File: config.mk
export PLATFORM = sky130hd
export DESIGN_NAME = pcm_frame_fifo_pwm_player_core_flat
export DESIGN_NICKNAME = d
export VERILOG_FILES = /design/src/pfp_pkg.sv /design/src/pfp_ifs.sv /design/src/pfp_ram.sv /design/src/pfp_front.sv /design/src/pfp_cmd_queue.sv /design/src/pfp_back.sv /design/src/pcm_frame_fifo_pwm_player_core.sv /design/src/flat_wrapper.sv
export SDC_FILE = /design/constraint.sdc
export NUM_CORES = 2
export LEC_CHECK = 0
export ABC_AREA = 1
export BUFFER_PORTS_ARGS = -buffer_cell sky130_fd_sc_hd__buf_4
export CORE_ASPECT_RATIO = 0.7
export CORE_MARGIN = 1.5
export CORE_UTILIZATION = 55
export CTS_BUF_LIST = sky130_fd_sc_hd__clkbuf_16
export DETAILED_ROUTE_END_ITERATION = 10
export PLACE_DENSITY = 0.8
export SYNTH_ARGS = -nofsm -noshare
export SYNTH_HDL_FRONTEND = slang
export SYNTH_HIERARCHICAL = 1
export SYNTH_SLANG_ARGS = --single-unit
File: constraint.sdc
create_clock -name i_clk -period 16.4 [get_ports i_clk]
set_input_delay 1.64 -clock i_clk [delete_from_list [all_inputs] [get_ports i_clk]]
set_output_delay 1.64 -clock i_clk [all_outputs]
set_load 0.05 [all_outputs]
File: src/pfp_pkg.sv
// Package for the PCM frame FIFO and PWM player: sizes, codes, item types and
// the sample conversion functions. No dependencies.
package pfp_pkg;

    // Sample FIFO.
    localparam int FIFO_DEPTH = 256;
    localparam int ADDR_W     = $clog2(FIFO_DEPTH);
    localparam int CNT_W      = $clog2(FIFO_DEPTH + 1);
    localparam int FILL_W     = 9;

    // Command queue between the front and the back.
    localparam int QDEPTH  = 4;
    localparam int QPTR_W  = $clog2(QDEPTH);
    localparam int QCNT_W  = $clog2(QDEPTH + 1);

    // Configuration port.
    localparam int CFG_IDX_W  = 2;
    localparam int CFG_DATA_W = 4;

    localparam logic [CFG_IDX_W-1:0] CFG_WIDE   = 2'd0;
    localparam logic [CFG_IDX_W-1:0] CFG_STEREO = 2'd1;
    localparam logic [CFG_IDX_W-1:0] CFG_VOLUME = 2'd2;
    localparam logic [CFG_IDX_W-1:0] CFG_ENABLE = 2'd3;

    // Operation codes.
    localparam logic [1:0] OP_PUSH  = 2'd0;
    localparam logic [1:0] OP_TICK  = 2'd1;
    localparam logic [1:0] OP_FLUSH = 2'd2;

    localparam logic [7:0] SILENCE    = 8'd127;
    localparam logic [3:0] VOLUME_MAX = 4'd8;

    typedef struct packed {
        logic [1:0] operation;
        logic [7:0] byte_a;
        logic [7:0] byte_b;
        logic [7:0] byte_c;
        logic [7:0] byte_d;
        logic [3:0] frame_bytes;
    } t_in_item;

    typedef struct packed {
        logic [1:0]        kind;
        logic [7:0]        duty;
        logic              underrun;
        logic              push_accepted;
        logic [FILL_W-1:0] fill_level;
    } t_out_item;

    // One decided item on its way to the back.
    typedef struct packed {
        logic [1:0]        kind;
        logic              play;
        logic              underrun;
        logic              push_accepted;
        logic [FILL_W-1:0] fill_level;
        logic [2:0]        shift;
        logic [7:0]        sample;
    } t_cmd;

    // Sample store access from the front.
    typedef struct packed {
        logic              we;
        logic [ADDR_W-1:0] waddr;
        logic [7:0]        wdata;
        logic [ADDR_W-1:0] raddr;
    } t_ram_req;

    // Turns one PCM frame into an unsigned 8-bit sample.
    function automatic logic [7:0] convert_frame(input t_in_item it, input logic wide,
                                                 input logic stereo);
        logic [3:0]  need;
        logic [8:0]  sum8;
        logic [15:0] l16;
        logic [15:0] r16;
        logic [16:0] sum16;
        logic [16:0] adj16;
        logic [15:0] mix16;
        logic [7:0]  res;
        need  = wide ? (stereo ? 4'd4 : 4'd2) : (stereo ? 4'd2 : 4'd1);
        sum8  = {1'b0, it.byte_a} + {1'b0, it.byte_b};
        l16   = {it.byte_b, it.byte_a};
        r16   = {it.byte_d, it.byte_c};
        sum16 = {l16[15], l16} + {r16[15], r16};
        // Adding one to a negative sum before the shift rounds toward zero.
        adj16 = sum16 + {16'd0, sum16[16]};
        mix16 = stereo ? adj16[16:1] : l16;
        if (it.frame_bytes < need) begin
            res = SILENCE;
        end else if (!wide) begin
            res = stereo ? sum8[8:1] : it.byte_a;
        end else begin
            // Upper byte with the sign flipped is (mix >>> 8) + 128.
            res = {~mix16[15], mix16[14:8]};
        end
        return res;
    endfunction

    // Attenuation shift for a volume level, levels above the maximum saturate.
    function automatic logic [2:0] atten_shift(input logic [3:0] level);
        logic [3:0] lvl;
        logic [3:0] diff;
        lvl  = (level > VOLUME_MAX) ? VOLUME_MAX : level;
        diff = VOLUME_MAX - lvl;
        return diff[3:1];
    endfunction

    // Attenuates a sample around the midpoint by an arithmetic shift.
    function automatic logic [7:0] play_duty(input logic [7:0] sample, input logic [2:0] shift);
        logic signed [8:0] centered;
        logic signed [8:0] scaled;
        logic signed [8:0] biased;
        centered = $signed({1'b0, sample}) - 9'sd128;
        scaled   = centered >>> shift;
        biased   = scaled + 9'sd128;
        return biased[7:0];
    endfunction

endpackage

File: src/pfp_ifs.sv
// Handshake channel interfaces of the PCM frame FIFO and PWM player.
// Depends on pfp_pkg for the payload types and configuration widths.
interface pfp_in_if import pfp_pkg::*; ();
    logic     valid;
    logic     ready;
    t_in_item payload;

    modport source (output valid, output payload, input ready);
    modport sink (input valid, input payload, output ready);
endinterface

interface pfp_out_if import pfp_pkg::*; ();
    logic      valid;
    logic      ready;
    t_out_item payload;

    modport source (output valid, output payload, input ready);
    modport sink (input valid, input payload, output ready);
endinterface

interface pfp_cfg_if import pfp_pkg::*; ();
    logic                  valid;
    logic                  ready;
    logic [CFG_IDX_W-1:0]  index;
    logic [CFG_DATA_W-1:0] data;

    modport source (output valid, output index, output data, input ready);
    modport sink (input valid, input index, input data, output ready);
endinterface

File: src/pfp_ram.sv
// Generic single-write, single-read RAM with a registered read port.
// No dependencies.
module pfp_ram #(
    parameter int  WIDTH = 8,
    parameter int  DEPTH = 256,
    localparam int AW    = $clog2(DEPTH)
) (
    input  logic             i_clk,
    input  logic             i_we,
    input  logic [AW-1:0]    i_waddr,
    input  logic [WIDTH-1:0] i_wdata,
    input  logic [AW-1:0]    i_raddr,
    output logic [WIDTH-1:0] o_rdata
);
    logic [WIDTH-1:0] r_mem [DEPTH];
    logic [WIDTH-1:0] r_rdata;

    always_ff @(posedge i_clk) begin
        if (i_we) begin
            r_mem[i_waddr] <= i_wdata;
        end
        r_rdata <= r_mem[i_raddr];
    end

    assign o_rdata = r_rdata;
endmodule

File: src/pfp_front.sv
// Front of the player: configuration registers, frame conversion, FIFO
// bookkeeping and sample store access. Depends on pfp_pkg and pfp_ifs.
module pfp_front import pfp_pkg::*; (
    input  logic              i_clk,
    input  logic              i_rst_n,
    pfp_in_if.sink            i_in,
    pfp_cfg_if.sink           i_cfg,
    input  logic [QCNT_W-1:0] i_q_level,
    input  logic [7:0]        i_ram_rdata,
    output t_ram_req          o_ram,
    output logic              o_q_push,
    output t_cmd              o_q_cmd
);
    logic              r_wide;
    logic              r_stereo;
    logic [3:0]        r_volume;
    logic              r_enable;

    logic [CNT_W-1:0]  r_count, n_count;
    logic [ADDR_W-1:0] r_wr, n_wr;
    logic [ADDR_W-1:0] r_rd, n_rd;
    logic              r_s1_valid;
    logic              r_s1_pop, n_s1_pop;
    t_cmd              r_s1_cmd, n_s1_cmd;

    logic              in_fire;
    logic              cfg_fire;
    logic              can_store;
    logic [QCNT_W:0]   pending;

    assign i_cfg.ready = 1'b1;
    assign cfg_fire    = i_cfg.valid;

    // Every accepted item passes the read stage before it lands in the queue, so
    // the item in the read stage counts against the free space.
    assign pending    = {1'b0, i_q_level} + (QCNT_W + 1)'(r_s1_valid);
    assign i_in.ready = pending < (QCNT_W + 1)'(QDEPTH);
    assign in_fire    = i_in.valid && i_in.ready;

    assign can_store = (i_in.payload.frame_bytes != 4'd0) &&
                       (r_count < CNT_W'(FIFO_DEPTH));

    always_comb begin
        n_count     = r_count;
        n_wr        = r_wr;
        n_rd        = r_rd;
        n_s1_pop    = 1'b0;
        o_ram.we    = 1'b0;
        o_ram.waddr = r_wr;
        o_ram.wdata = convert_frame(i_in.payload, r_wide, r_stereo);
        o_ram.raddr = r_rd;

        n_s1_cmd               = '0;
        n_s1_cmd.kind          = i_in.payload.operation;
        n_s1_cmd.shift         = atten_shift(r_volume);
        n_s1_cmd.sample        = SILENCE;

        if (in_fire) begin
            case (i_in.payload.operation)
                OP_PUSH: begin
                    if (can_store) begin
                        o_ram.we               = 1'b1;
                        n_wr                   = (r_wr == ADDR_W'(FIFO_DEPTH - 1)) ?
                                                 '0 : r_wr + 1'b1;
                        n_count                = r_count + 1'b1;
                        n_s1_cmd.push_accepted = 1'b1;
                    end
                end
                OP_TICK: begin
                    n_s1_cmd.play = r_enable;
                    if (r_enable) begin
                        if (r_count != '0) begin
                            n_s1_pop = 1'b1;
                            n_rd     = (r_rd == ADDR_W'(FIFO_DEPTH - 1)) ?
                                       '0 : r_rd + 1'b1;
                            n_count  = r_count - 1'b1;
                        end else begin
                            n_s1_cmd.underrun = 1'b1;
                        end
                    end
                end
                OP_FLUSH: begin
                    n_count = '0;
                    n_wr    = '0;
                    n_rd    = '0;
                end
                default: begin
                end
            endcase
        end

        n_s1_cmd.fill_level = FILL_W'(n_count);
    end

    always_ff @(posedge i_clk) begin
        if (!i_rst_n) begin
            r_wide     <= 1'b0;
            r_stereo   <= 1'b0;
            r_volume   <= VOLUME_MAX;
            r_enable   <= 1'b0;
            r_count    <= '0;
            r_wr       <= '0;
            r_rd       <= '0;
            r_s1_valid <= 1'b0;
        end else begin
            r_count    <= n_count;
            r_wr       <= n_wr;
            r_rd       <= n_rd;
            r_s1_valid <= in_fire;
            if (cfg_fire) begin
                case (i_cfg.index)
                    CFG_WIDE:   r_wide   <= i_cfg.data[0];
                    CFG_STEREO: r_stereo <= i_cfg.data[0];
                    CFG_VOLUME: r_volume <= i_cfg.data;
                    CFG_ENABLE: r_enable <= i_cfg.data[0];
                    default: begin
                    end
                endcase
            end
        end
    end

    always_ff @(posedge i_clk) begin
        r_s1_pop <= n_s1_pop;
        r_s1_cmd <= n_s1_cmd;
    end

    // The store's read data for the popped slot arrives with the read stage.
    always_comb begin
        o_q_cmd        = r_s1_cmd;
        o_q_cmd.sample = r_s1_pop ? i_ram_rdata : SILENCE;
    end
    assign o_q_push = r_s1_valid;
endmodule

File: src/pfp_cmd_queue.sv
// Short queue of decided items between the front and the back.
// Depends on pfp_pkg.
module pfp_cmd_queue import pfp_pkg::*; (
    input  logic              i_clk,
    input  logic              i_rst_n,
    input  logic              i_push,
    input  t_cmd              i_cmd,
    input  logic              i_pop,
    output logic              o_valid,
    output t_cmd              o_cmd,
    output logic [QCNT_W-1:0] o_level
);
    t_cmd              r_slot [QDEPTH];
    logic [QPTR_W-1:0] r_head;
    logic [QPTR_W-1:0] r_tail;
    logic [QCNT_W-1:0] r_level;

    always_ff @(posedge i_clk) begin
        if (!i_rst_n) begin
            r_head  <= '0;
            r_tail  <= '0;
            r_level <= '0;
        end else begin
            if (i_push) begin
                r_tail <= r_tail + 1'b1;
            end
            if (i_pop) begin
                r_head <= r_head + 1'b1;
            end
            if (i_push && !i_pop) begin
                r_level <= r_level + 1'b1;
            end else if (i_pop && !i_push) begin
                r_level <= r_level - 1'b1;
            end
        end
    end

    always_ff @(posedge i_clk) begin
        if (i_push) begin
            r_slot[r_tail] <= i_cmd;
        end
    end

    assign o_valid = r_level != '0;
    assign o_cmd   = r_slot[r_head];
    assign o_level = r_level;
endmodule

File: src/pfp_back.sv
// Back of the player: computes the PWM duty and holds the result register.
// Depends on pfp_pkg and pfp_ifs.
module pfp_back import pfp_pkg::*; (
    input  logic     i_clk,
    input  logic     i_rst_n,
    input  logic     i_q_valid,
    input  t_cmd     i_q_cmd,
    output logic     o_q_pop,
    pfp_out_if.source o_out
);
    logic      r_out_valid;
    t_out_item r_out;
    t_out_item n_out;

    assign o_q_pop = i_q_valid && (!r_out_valid || o_out.ready);

    always_comb begin
        n_out.kind          = i_q_cmd.kind;
        n_out.duty          = i_q_cmd.play ? play_duty(i_q_cmd.sample, i_q_cmd.shift) : SILENCE;
        n_out.underrun      = i_q_cmd.underrun;
        n_out.push_accepted = i_q_cmd.push_accepted;
        n_out.fill_level    = i_q_cmd.fill_level;
    end

    always_ff @(posedge i_clk) begin
        if (!i_rst_n) begin
            r_out_valid <= 1'b0;
        end else if (o_q_pop) begin
            r_out_valid <= 1'b1;
        end else if (o_out.ready) begin
            r_out_valid <= 1'b0;
        end
    end

    always_ff @(posedge i_clk) begin
        if (o_q_pop) begin
            r_out <= n_out;
        end
    end

    assign o_out.valid   = r_out_valid;
    assign o_out.payload = r_out;
endmodule

File: src/pcm_frame_fifo_pwm_player_core.sv
// Top level of the PCM frame FIFO and PWM player.
// Depends on pfp_pkg, pfp_ifs, pfp_ram, pfp_front, pfp_cmd_queue and pfp_back.
//
// Usage:
// Items enter on i_in (valid/ready). Operation 0 pushes one PCM frame, which is
// converted to an 8-bit sample and stored in a 256-entry sample FIFO; operation
// 1 is a playback tick that pops one sample and returns the attenuated PWM
// duty; operation 2 flushes the FIFO. Every item gives exactly one result on
// o_out (valid/ready), in order. Registers are written on i_cfg, which is
// always ready; write them only while no item is in flight.
// A result passes the read stage, the command queue and the result register
// before it appears on o_out. Throughput is one item per cycle while the
// receiver keeps o_out ready, set by the single write port and the single read
// port of the sample store, each used at most once per item.
// Reset clears the FIFO pointers and fill count, the command queue and the
// result register, and loads the registers with 8-bit mono, full volume and
// output disabled. The sample store itself needs no clearing pass.
// When the receiver stalls, the result register holds and the four-entry
// command queue absorbs items already accepted; i_in.ready drops once the
// queue and the read stage together would fill it.
module pcm_frame_fifo_pwm_player_core import pfp_pkg::*; (
    input  logic      i_clk,
    input  logic      i_rst_n,
    pfp_in_if.sink    i_in,
    pfp_cfg_if.sink   i_cfg,
    pfp_out_if.source o_out
);
    // The front decides every item at acceptance: it updates the pointers and
    // the fill count, writes pushed samples and starts the read of a popped
    // sample. The read data joins the item in the following cycle as it enters the
    // command queue.
    t_ram_req          ram_req;
    logic [7:0]        ram_rdata;
    logic              q_push;
    t_cmd              q_in_cmd;
    logic              q_valid;
    t_cmd              q_out_cmd;
    logic              q_pop;
    logic [QCNT_W-1:0] q_level;

    pfp_front u_front (
        .i_clk       (i_clk),
        .i_rst_n     (i_rst_n),
        .i_in        (i_in),
        .i_cfg       (i_cfg),
        .i_q_level   (q_level),
        .i_ram_rdata (ram_rdata),
        .o_ram       (ram_req),
        .o_q_push    (q_push),
        .o_q_cmd     (q_in_cmd)
    );

    // Sample store. A pop reads only slots written by an earlier push, so the
    // contents after reset never reach the output.
    pfp_ram #(
        .WIDTH (8),
        .DEPTH (FIFO_DEPTH)
    ) u_store (
        .i_clk   (i_clk),
        .i_we    (ram_req.we),
        .i_waddr (ram_req.waddr),
        .i_wdata (ram_req.wdata),
        .i_raddr (ram_req.raddr),
        .o_rdata (ram_rdata)
    );

    // Decouples the front from the result handshake.
    pfp_cmd_queue u_queue (
        .i_clk   (i_clk),
        .i_rst_n (i_rst_n),
        .i_push  (q_push),
        .i_cmd   (q_in_cmd),
        .i_pop   (q_pop),
        .o_valid (q_valid),
        .o_cmd   (q_out_cmd),
        .o_level (q_level)
    );

    // The back applies the volume attenuation and owns the result register.
    pfp_back u_back (
        .i_clk     (i_clk),
        .i_rst_n   (i_rst_n),
        .i_q_valid (q_valid),
        .i_q_cmd   (q_out_cmd),
        .o_q_pop   (q_pop),
        .o_out     (o_out)
    );
endmodule

File: src/flat_wrapper.sv
// flat-port wrapper written by rule: the top's interface ports become plain ports
module pcm_frame_fifo_pwm_player_core_flat import pfp_pkg::*;
  (i_clk, i_rst_n, i_in_valid, i_in_payload, i_in_ready, i_cfg_valid, i_cfg_index, i_cfg_data, i_cfg_ready, o_out_valid, o_out_payload, o_out_ready);
  pfp_in_if i_in_i ();
  pfp_cfg_if i_cfg_i ();
  pfp_out_if o_out_i ();
  input  logic i_clk;
  input  logic i_rst_n;
  input wire logic [$bits(i_in_i.valid)-1:0] i_in_valid;
  input wire logic [$bits(i_in_i.payload)-1:0] i_in_payload;
  output wire logic [$bits(i_in_i.ready)-1:0] i_in_ready;
  input wire logic [$bits(i_cfg_i.valid)-1:0] i_cfg_valid;
  input wire logic [$bits(i_cfg_i.index)-1:0] i_cfg_index;
  input wire logic [$bits(i_cfg_i.data)-1:0] i_cfg_data;
  output wire logic [$bits(i_cfg_i.ready)-1:0] i_cfg_ready;
  output wire logic [$bits(o_out_i.valid)-1:0] o_out_valid;
  output wire logic [$bits(o_out_i.payload)-1:0] o_out_payload;
  input wire logic [$bits(o_out_i.ready)-1:0] o_out_ready;
  assign i_in_i.valid = i_in_valid;
  assign i_in_i.payload = i_in_payload;
  assign i_in_ready = i_in_i.ready;
  assign i_cfg_i.valid = i_cfg_valid;
  assign i_cfg_i.index = i_cfg_index;
  assign i_cfg_i.data = i_cfg_data;
  assign i_cfg_ready = i_cfg_i.ready;
  assign o_out_valid = o_out_i.valid;
  assign o_out_payload = o_out_i.payload;
  assign o_out_i.ready = o_out_ready;
  pcm_frame_fifo_pwm_player_core u_core (.i_clk(i_clk), .i_rst_n(i_rst_n), .i_in(i_in_i), .i_cfg(i_cfg_i), .o_out(o_out_i));
endmodule
Word level (Yosys, flattened, before mapping) --
Memories as Yosys holds them, arrays and structs flattened. A register that Yosys moved wholly into a read port is not among the register bits. Cells that the tools add are included.
Storage, ports and cells: register bits 80, memories 2, output and inout port bits 24, logic and storage cells 119, bits in writable memories 2148
Memories:
- u_core.u_store.r_mem | words 256, width 8, rd ports 1, clocked after Yosys merged registers in 1, wr ports 1, line pfp_ram.sv:15 | logic [WIDTH-1:0] r_mem [DEPTH];
- u_core.u_queue.r_slot | words 4, width 25, rd ports 1, clocked after Yosys merged registers in 1, wr ports 1, line pfp_cmd_queue.sv:13 | t_cmd r_slot [QDEPTH];
Cells by class: bitwise logic cells 1, eq/ne operators 10, mux-type cells 36, reductions and logical operators 26, shift operators 1, add/subtract/negate cells 15, magnitude comparators 4
Operators by type and width (count):
- 8-bit 2-to-1 mux | 9
- 9-bit 2-to-1 mux | 4
- 8-bit case mux with 2 select lines | 2
- 9-bit case mux with 3 select lines | 1
- 16-bit by 16-bit adder with 17-bit output | 1
- 17-bit by 1-bit adder with 17-bit output | 1
- 8-bit by 1-bit adder with 8-bit output (second input constant) | 2
- 8-bit == test (second input constant) | 2
- 16-bit 2-to-1 mux | 1
- 3-bit 2-to-1 mux | 4
- 1-bit 2-to-1 mux | 11
- 2-bit AND reduction | 5
- 8-bit by 8-bit adder with 9-bit output | 1
- 9-bit by 1-bit adder with 9-bit output (second input constant) | 1
- 9-bit less-than comparator (second input constant) | 1
- 9-bit nonzero test | 1
- 9-bit by 3-bit >>> shifter with 8-bit output | 1
- 8-bit by 8-bit subtractor with 9-bit output (second input constant) | 1
- 9-bit by 1-bit subtractor with 9-bit output (second input constant) | 1
- 8-bit adder (second input constant) | 1
- 2-bit nonzero test | 4
- 2-bit == test (second input constant) | 3
- 2-bit 2-to-1 mux | 3
- 2-bit != test (second input constant) | 3
- 19 further kinds | 29

Depth between registers and ports, before layout --
word-level depth 7, gate-level depth with buffers 19, mapped depth without buffers 19

Hierarchy --
Netlist, hierarchy kept.
Modules (own cells, without submodules):
- pfp_ram | area an instance 83396.2 um^2, times used 1, seq. area each 61659.1 um^2, cells each 7003
- pfp_front | area an instance 4490.6 um^2, times used 1, seq. area each 1021.0 um^2, cells each 740
- pfp_cmd_queue | area an instance 4254.1 um^2, times used 1, seq. area each 3183.1 um^2, cells each 300
- pfp_back | area an instance 973.4 um^2, times used 1, seq. area each 650.6 um^2, cells each 98

Least setup slack after synthesis --
OpenSTA, ideal clock, no wires.
path kind input-to-reg, start in i_in_payload[12], end mem u_core.u_store.r_mem[0][7], data pin, required time 14825 ps, stages 16, arrival 10072 ps, library setup time 1575 ps, setup slack 4753 ps, path through ha_1 -> inv_1 -> fa_1 -> inv_1 -> nand3_1 -> nand2_2 -> nand2_1 -> nand2_1 -> nand2_1 -> nand3_2 -> nand3_2 -> nor2_4 -> nand3_1 -> nand2_1 -> nand2_1 -> a21oi_1
RTL lines:
- start: declaration | line flat_wrapper.sv:10 | input wire logic [$bits(i_in_i.payload)-1:0] i_in_payload;
- end: declaration | line pfp_ram.sv:15

==> out/metrics.cfg <==
[worst_setup_path]
cp_max_fo=105
worstPathRequired_ns=17.19
worstPathCellList=buf_4 -> buf_4 -> buf_4 -> buf_4 -> nand2_1 -> nand3_1 -> nand3_1 -> nand3_1 -> nand3_1 -> nand3_1 -> nand3_1 -> nand2_1 -> nand2_1 -> nand2_1
cp-start-kind=flip-flop
worst-setup-path-type=reg2reg
max_stage_delay_ns=1.01
cp_slowest_cell=buf_4
cp_common_cell=nand3_1
reg2reg_slack_ns=10.55
crit_path_end_kind=flip-flop
crit_arrival_ns=6.64

[cts]
clk_pin_slew_worst_paths_ns=0.07
cts_buffers=190
cts_hold_buf=0
worstSkewPairLatency_ns=0.85
tritoncts=done
cts-root-buf=clkbuf_16
cts_resized=0
numClockSinks=2238
postCtsSetupRepairBufs=0
htree_levels=4
clockBufferDepth=3

[logic_synthesis]
postSynthCellCount=8141
synth_area_leader_cell=edfxtp_1
yosysUniqueCellTypes=51
ys.flop_type=edfxtp_1
synth.area.top_cells=edfxtp_1, nand3_1, nand2_1
synth-edff-count=2169
synth_top_area_share_pct=69.9
yosys-top-cells-count=nand2_1, edfxtp_1, nand3_1
yosysSeqAreaShare_pct=71.4
avgSynthCellArea_um2=11.4
yosys_warnings=6
ys_async_sr_fraction_pct=0
synth_fp_nets=8230
post-synth-top-count-cell=nand2_1
ys_ff_latch=2238
synth_area_mm2=0.0931

[floorplanning]
coreArea_mm2=0.168
io_pins=73
die_area_mm2=0.172
row_count=126
die_x_um=495
start_util_pct=55.3
die_h_um=347

[detailed_routing]
dr_total_vias=64600
vias_per_cell=6.22
wl_met2_um=106000
wl_met1_um=94900
route.detailed.drc=0
dr.max_layer_used=met5
met3_length_um=36100
wl_per_cell_um=23.6
drtAntennaViolNets=0
first_iter_violations=10798
wirelength_um=245000
drtPass1Iterations=9

[run_status]
run_status=complete, no violations

[layout]
drive_above_1_share_pct=6.00
final_cells=10383
nNetsFinal=8063
fin_area_mm2=0.101
syn2layout_area_growth_pct=8.19
nFillCells=12516
multi_input_area_mm2=0.0233
regArea_mm2=0.0665

[sta]
maxSlewHeadroom_pct=10.2
post-route-period-util_pct=35.7
final_max_slew_viol_count=0
finalSetupViolations=0
finalSetupTns_ns=0
final_hold_viol_count=0
setup_ws_ns=10.55
worstMarginPinSlew_ns=1.35
fin_worst_skew_ns=0.0501
rsz0062_at_grt=false
fmax_mhz=171
fin_crit_ns=5.85

[power_and_ir_drop]
leakagePower_nw=35.3
ir_worst_vdd_mv=0.115
power_w=0.0131
power_density_mw_per_mm2=130

[global_routing]
grt_pass1_vias=59344
antenna_found_initial=6
track_usage_pct=28.0
grt_pass1_wl_um=366000
grt.overflow.total=0
grt_max_degree=242

[placement]
place_area_mm2=0.0946
pre_cts_ws_ns=10.46
gp_congestion=0.914
dpl.hpwl_um=138000
dp.cells=10022
port-buffer-count=71

[hold_path]
min_path_type=reg2reg

[job]
maxCapViolCount=0

==> layout make-up <==
| cell class | instances | area share, % |
|---|---|---|
| Sequential cell | 2238 | 66.0 |
| Clock buffer | 195 | 4.84 |
| Antenna cell | 9 | 0.0224 |
| Clock inverter | 157 | 1.20 |
| Multi-Input combinational cell | 5188 | 23.1 |
| Inverter | 207 | 0.807 |
| Tap cell | 2240 | 2.78 |
| Timing Repair Buffer | 149 | 1.21 |
==> metal layers <==
metal / vias up / global-route usage (%)
met5: - / 0
met4: 6 / 9.59
met3: 596 / 7.73
met2: 4836 / 39.9
met1: 30903 / 41.4
li1: 28259 / -
==> worst paths after layout <==
path	from	endpoint	depth (start not counted)
setup / recovery	u_core/u_front/r_rd[0]	u_core/u_store/o_rdata[0]	14
hold / removal	u_core/u_queue/r_head[1]	flip-flop	1
setup reg to reg	u_core/u_front/r_rd[0]	u_core/u_store/o_rdata[0]	14
hold reg to reg	u_core/u_queue/r_head[1]	flip-flop	1
==> registers in the layout, indices dropped and copies added (netlist names), 3 cells and up, named ones only <==
| name | count |
|---|---|
| u_core/u_front/r_volume | 4 |
| u_core/u_back/o_out.payload | 21 |
| u_core/u_queue/r_slot | 100 |
| u_core/u_front/r_rd | 8 |
| u_core/u_front/o_q_cmd | 17 |
| u_core/u_queue/o_level | 3 |
| u_core/u_front/r_wr | 8 |
| u_core/u_store/r_mem | 2048 |
| u_core/u_front/r_count | 9 |
| u_core/u_store/o_rdata | 8 |
==> critical path: cells and delay by family (launching register included) <==
kind / cells / cell delay (ns)
AND/OR/NAND/NOR: 10 / 1.35
flip-flops: 1 / 0.78
buffers and inverters: 4 / 3.48
==> layout by cell type (no fill, tap or decap), types with 9 or more instances in the layout <==
| cell | count |
|---|---|
| a21oi_1 | 45 |
| buf_4 | 141 |
| bufinv_16 | 17 |
| clkbuf_16 | 195 |
| clkinv_1 | 48 |
| clkinv_2 | 22 |
| dfxtp_1 | 64 |
| diode_2 | 9 |
| edfxtp_1 | 2169 |
| ha_1 | 37 |
| inv_1 | 248 |
| inv_2 | 12 |
| nand2_1 | 2372 |
| nand2_2 | 9 |
| nand3_1 | 2073 |
| nand4_1 | 14 |
| nor2_1 | 414 |
| nor3_1 | 14 |
| o21ai_0 | 37 |
| o21ai_1 | 36 |
| o21ai_2 | 20 |
| o22ai_1 | 25 |
| xor2_1 | 10 |
==> power breakdown <==
part | switching, W | internal, W
logic | 0.00158 | 0.000507
clock network | 0.00203 | 0.00242
registers | 0.0000619 | 0.00649
total | 0.00368 | 0.00942
==> stage by stage <==
step / util (%) / hold WS (ns)
final: 59.8 / 0.433
after global routing: 59.8 / 0.451
after CTS: 59.8 / 0.433
after detailed placement: 56.2 / 0.429
after global placement: 56.2 / 0.419
after floorplan: - / 0.392
==> kinds of logic after synthesis <==
kind of cell / Yosys count / synth area share, %
compound gates: 185 / 1.17
xor+xnor: 14 / 0.132
fa+ha+maj: 40 / 0.562
buf+inv: 715 / 3.66
flops: 2238 / 71.4
other cells: 1 / 0.00403
simple gates: 4948 / 23.0
Note: power is estimated with default switching activity, not from simulation.
